<file path="src/qbv_isqrt.sv">
// Pipelined integer square root, one result bit per stage, with a sideband.
module qbv_isqrt #(
    parameter int unsigned W  = 64,
    parameter int unsigned PW = 8
) (
    input  logic            i_clk,
    input  logic            i_rst_n,
    input  logic            i_ce,
    input  logic            i_valid,
    input  logic [W-1:0]    i_rad,
    input  logic [PW-1:0]   i_side,
    output logic            o_valid,
    output logic [W/2-1:0]  o_root,
    output logic [PW-1:0]   o_side
);
    localparam int unsigned K = W / 2;

    logic           r_v    [K];
    logic [W-1:0]   r_n    [K];
    logic [W-1:0]   r_res  [K];
    logic [PW-1:0]  r_side [K];

    for (genvar k = 0; k < K; k++) begin : g_st
        localparam logic [W-1:0] BIT = W'(1) << (W - 2 - 2 * k);
        logic           v_in;
        logic [W-1:0]   n_in;
        logic [W-1:0]   res_in;
        logic [PW-1:0]  side_in;
        logic [W-1:0]   trial;

        if (k == 0) begin : g_first
            assign v_in    = i_valid;
            assign n_in    = i_rad;
            assign res_in  = '0;
            assign side_in = i_side;
        end else begin : g_next
            assign v_in    = r_v[k-1];
            assign n_in    = r_n[k-1];
            assign res_in  = r_res[k-1];
            assign side_in = r_side[k-1];
        end

        assign trial = res_in + BIT;

        always_ff @(posedge i_clk) begin
            if (!i_rst_n) begin
                r_v[k] <= 1'b0;
            end else if (i_ce) begin
                r_v[k] <= v_in;
            end
            if (i_ce) begin
                if (n_in >= trial) begin
                    r_n[k]   <= n_in - trial;
                    r_res[k] <= (res_in >> 1) + BIT;
                end else begin
                    r_n[k]   <= n_in;
                    r_res[k] <= res_in >> 1;
                end
                r_side[k] <= side_in;
            end
        end
    end

    assign o_valid = r_v[K-1];
    assign o_root  = r_res[K-1][K-1:0];
    assign o_side  = r_side[K-1];

endmodule

</file>
<file path="config.mk">
export PLATFORM = sky130hd
export DESIGN_NAME = qbv_isqrt
export DESIGN_NICKNAME = d
export VERILOG_FILES = /design/src/qbv_isqrt.sv
export SDC_FILE = /design/constraint.sdc
export NUM_CORES = 2
export LEC_CHECK = 0
export BUFFER_PORTS_ARGS = -buffer_cell sky130_fd_sc_hd__buf_2
export CAP_MARGIN = 20
export CORE_ASPECT_RATIO = 1.4
export CORE_UTILIZATION = 29
export DETAILED_ROUTE_END_ITERATION = 10
export PLACE_DENSITY_LB_ADDON = 0.3
export SLEW_MARGIN = 20
export SYNTH_ARGS = -nofsm -noshare
export SYNTH_HDL_FRONTEND = slang
export SYNTH_MEMORY_MAX_BITS = 65536
export SYNTH_SLANG_ARGS = --single-unit
</file>
<file path="constraint.sdc">
create_clock -name i_clk -period 11.7 [get_ports i_clk]
set_input_delay 1.17 -clock i_clk [delete_from_list [all_inputs] [get_ports i_clk]]
set_output_delay 1.17 -clock i_clk [all_outputs]
set_load 0.05 [all_outputs]
</file>
==> flow_metrics.env <==
export IMPL_run_status="finished clean"
export IMPL_synth_seq_area_share=0.639
export IMPL_final_period_utilization=0.425
export IMPL_postCtsHoldBufs=0
export IMPL_timing_slew_headroom=0.159
export IMPL_floorplan_initialDensity=0.291
export IMPL_number_of_top_level_pins=117
export IMPL_synth_mux_area_frac=0.00666
export IMPL_avgRoutedWirePerCell_um=18.8
export IMPL_clk_path_buf_depth=4
export IMPL_post_cts_setup_buffers=0
export IMPL_layout_drive_gt1_share=0.0767
export IMPL_endpoint_class_of_the_critical_path="register"
export IMPL_hold_path_class="register to register"
export IMPL_asyncSetResetFlopFracSynth=0
export IMPL_final_max_slew_violation_count=0
export IMPL_worst_setup_path_type="register to register"
export IMPL_multi_input_area_um2=44000
export IMPL_grt_antenna_before_repair=5
export IMPL_finalWorstPathRequiredPeriod_ns=4.97
export IMPL_syn_avg_cell_area_um2=12.8
export IMPL_synth_xor_xnor_area_share=0.0596
export IMPL_core_area_um2=452000
export IMPL_worst_r2r_cell_count=11
export IMPL_cts_buffers_inserted=304
export IMPL_routed_via_density=4.72
export IMPL_clock_tree_root_cell="clkbuf_16"
export IMPL_synthAdderAreaFrac=0.0531
export IMPL_detailedPlacementHpwl_um=244000
export IMPL_setup_violations=0
export IMPL_synth_top_family_by_area="simple AND/OR/NAND/NOR gates"
export IMPL_number_of_input_and_output_port_buffers_inserted=116
export IMPL_power_ir_vdd_worst_mv=0.162
export IMPL_grt_pass1_wl_um=472000
export IMPL_ctsHtreeMaxLevel=5
export IMPL_ys_types=100
export IMPL_postPlaceCellArea_um2=140000
export IMPL_flop_and_latch_count_out_of_synthesis=2800
export IMPL_timing_critical_path_arrival_ns=5.59
export IMPL_fmax_mhz=201
export IMPL_area_delta_synth_final_pct=13.7
export IMPL_rsz_0062_raised_after_global_routing="false"
export IMPL_synth_edff_count=2799
export IMPL_crit_reg2reg_launch="r_n[1][481]"
export IMPL_hold_viol_final=0
export IMPL_max_cap_violations=0
export IMPL_place_ws_ns=6.39
export IMPL_regArea_um2=84100
export IMPL_worst_skew_pair_late_latency_ns=0.93
export IMPL_post_cts_resize_count=0
export IMPL_cp_start_kind="register"
export IMPL_groute_usage_overall=0.136
export IMPL_tritoncts="done"
export IMPL_drc_errors=0
export IMPL_final_routed_wirelength_across_all_metal_layers_um=316000
export IMPL_synthesized_netlist_cell_count=10300
export IMPL_dieWidth_um=571
export IMPL_timing_critical_path_required_ns=12.32
export IMPL_setup_slack_ns=6.73
export IMPL_worst_pin_slew_ns=1.25
export IMPL_critical_path_max_fanout=57
export IMPL_synth_flop_cell="edfxtp_1"
export IMPL_synthesis_area_um2=131000
export IMPL_timing_hold_worst_start="r_side[0][12]"
export IMPL_yosysWarnings=0
export IMPL_drt_antenna_violating_nets=0
export IMPL_layout_core_utilization=0.331
export IMPL_drt_pass1_iter_count=5
export IMPL_p_per_area_nw_per_um2=191
export IMPL_gp_congestion=0.949
export IMPL_hold_path_depth=0
export IMPL_setup_total_negative_slack_ns=0
export IMPL_clock_sinks=2800
export IMPL_compound_gate_fraction_of_synth_area=0.0909
export IMPL_setup_reg_to_reg_worst_slack_ns=6.73
export IMPL_layout_filler_cells=44900
export IMPL_whs_endpoint="r_side[0][20]"
export IMPL_fin_skew_ns=0.0913
export IMPL_power_leakage_nw=54.1
export IMPL_mappedNetlistNets=10900
export IMPL_fin_nets=11200
export IMPL_std_cell_rows=292
export IMPL_grt_overflow=0
export IMPL_drt_initial_drc_count=3661
export IMPL_synth_simple_area_share=0.122
export IMPL_via_count_of_the_first_global_routing_pass=84000
export IMPL_pin_count_of_the_biggest_net_entering_global_routing=200
export IMPL_die_y_um=799
export IMPL_vias=79400
export IMPL_worst_r2r_endpoint="r_n[1][569]"
export IMPL_cts_clk_slew_worst_paths_ns=0.06
export IMPL_stdcell_area_um2=149000
export IMPL_die_area_um2=456000
-- synthesized netlist by cell type (all sizes together), types with 12 or more instances --
library cell	number	share of area
o311ai	14	0.0011
or4	87	0.0051
o21ai	530	0.020
a311oi	12	0.00093
and4	31	0.0021
o41ai	14	0.00093
a211o	21	0.0014
o211ai	38	0.0022
inv	709	0.020
or4b	12	0.00091
o21a	120	0.0069
nand4b	31	0.0021
nand2	759	0.022
buf	41	0.0018
nor3b	28	0.0016
or2	44	0.0021
and2	41	0.0020
clkbuf	207	0.0059
nand3	177	0.0067
nand3b	33	0.0019
or3	100	0.0048
o2111ai	19	0.0013
edfxtp	2799	0.64
o31ai	37	0.0021
a211oi	58	0.0034
ha	558	0.053
a2111oi	22	0.0017
mux2	68	0.0058
nor3	263	0.010
a21oi	533	0.020
a31oi	49	0.0023
a221oi	16	0.0011
nor2	592	0.017
nand4	165	0.0079
xnor2	488	0.033
nand2b	111	0.0053
a21boi	25	0.0014
nor4b	59	0.0041
xor2	406	0.027
nor4	375	0.018
and3	76	0.0036
a21o	232	0.013
o21bai	54	0.0031
nor2b	72	0.0034
-- through the flow --
step / power (mW) / cells / hold slack (ns)
after floorplan: 17.6 / 10300 / 0.400
after global placement: 19.4 / 16300 / 0.401
after detailed placement: 19.4 / 16300 / 0.405
after CTS: 28.9 / 16800 / 0.357
after global routing: 30.0 / 16800 / 0.391
final: 28.6 / 16800 / 0.409
-- metal layers --
layer,part of all wire,up-vias,GRT usage
met5,0,-,0
li1,-,39200,-
met1,0.28,38000,0.0954
met4,0.085,0,0.103
met2,0.61,1391,0.302
met3,0.025,842,0.0166
-- critical path, stage by stage, from the launching register on --
cell and delay (ns):
edfxtp_1 0.40, ha_1 0.45, nand4_1 0.50, nor4_1 0.76
nand4_1 0.54, o21ai_0 0.67, nor3_2 0.09, buf_4 0.23
inv_1 0.07, buf_4 0.49, nand4_1 0.20, xnor2_1 0.19
-- cell type report --
| class | instances | share of cell area |
|---|---|---|
| Clock inverter | 172 | 0.0120 |
| Antenna cell | 5 | 0.0000837 |
| Timing Repair Buffer | 217 | 0.00959 |
| Sequential cell | 2800 | 0.563 |
| Multi-Input combinational cell | 6513 | 0.294 |
| Tap cell | 6027 | 0.0505 |
| Inverter | 709 | 0.0178 |
| Clock buffer | 379 | 0.0534 |
-- how the worst max path moves through the flow --
stage | slack [ns] | startpoint | endpoint
detailed placement | 6.39 | i_ce | r_n[0][270]
CTS | 6.71 | r_n[1][481] | r_n[1][569]
floorplan | 6.90 | i_ce | r_n[1][896]
finish | 6.73 | r_n[1][481] | r_n[1][569]
global placement | 6.41 | i_ce | r_n[0][21]
global route | 6.66 | r_n[1][712] | r_n[1][829]
-- where the power goes --
group / leakage, nW / internal (mW) / switching, mW / total (mW)
logic: 22.3 / 2.26 / 3.51 / 5.77
registers: 27.0 / 12.6 / 0.807 / 13.4
clock network: 4.75 / 5.41 / 3.99 / 9.41
-- logic make-up after synthesis --
| group | Yosys count |
|---|---|
| buffers and inverters | 957 |
| adders and majority gates | 558 |
| AOI/OAI and AO/OA | 1895 |
| xor gates and xnor gates | 894 |
| muxes | 79 |
| DFF | 2800 |
| and+or+nand+nor | 3087 |
-- registers in the layout, summed over array words and instances, names as in the netlist --
register / flops
r_v: 32
r_res: 528
r_n: 1984
r_side: 256
-- layout by cell type (no fill, tap or decap), types with 94 or more instances in the layout --
cell / instances
o21ai_0: 519
xnor2_1: 488
nand2b_1: 111
nor3_1: 257
nand3_1: 177
a21oi_1: 531
buf_4: 94
nor2_1: 592
nand4_1: 165
ha_1: 558
inv_1: 706
o21a_1: 120
buf_2: 115
edfxtp_1: 2799
nand2_1: 758
a21o_1: 232
xor2_1: 406
or3_1: 100
nor4_1: 355
clkbuf_16: 308
(Power assumes the default switching activity.)
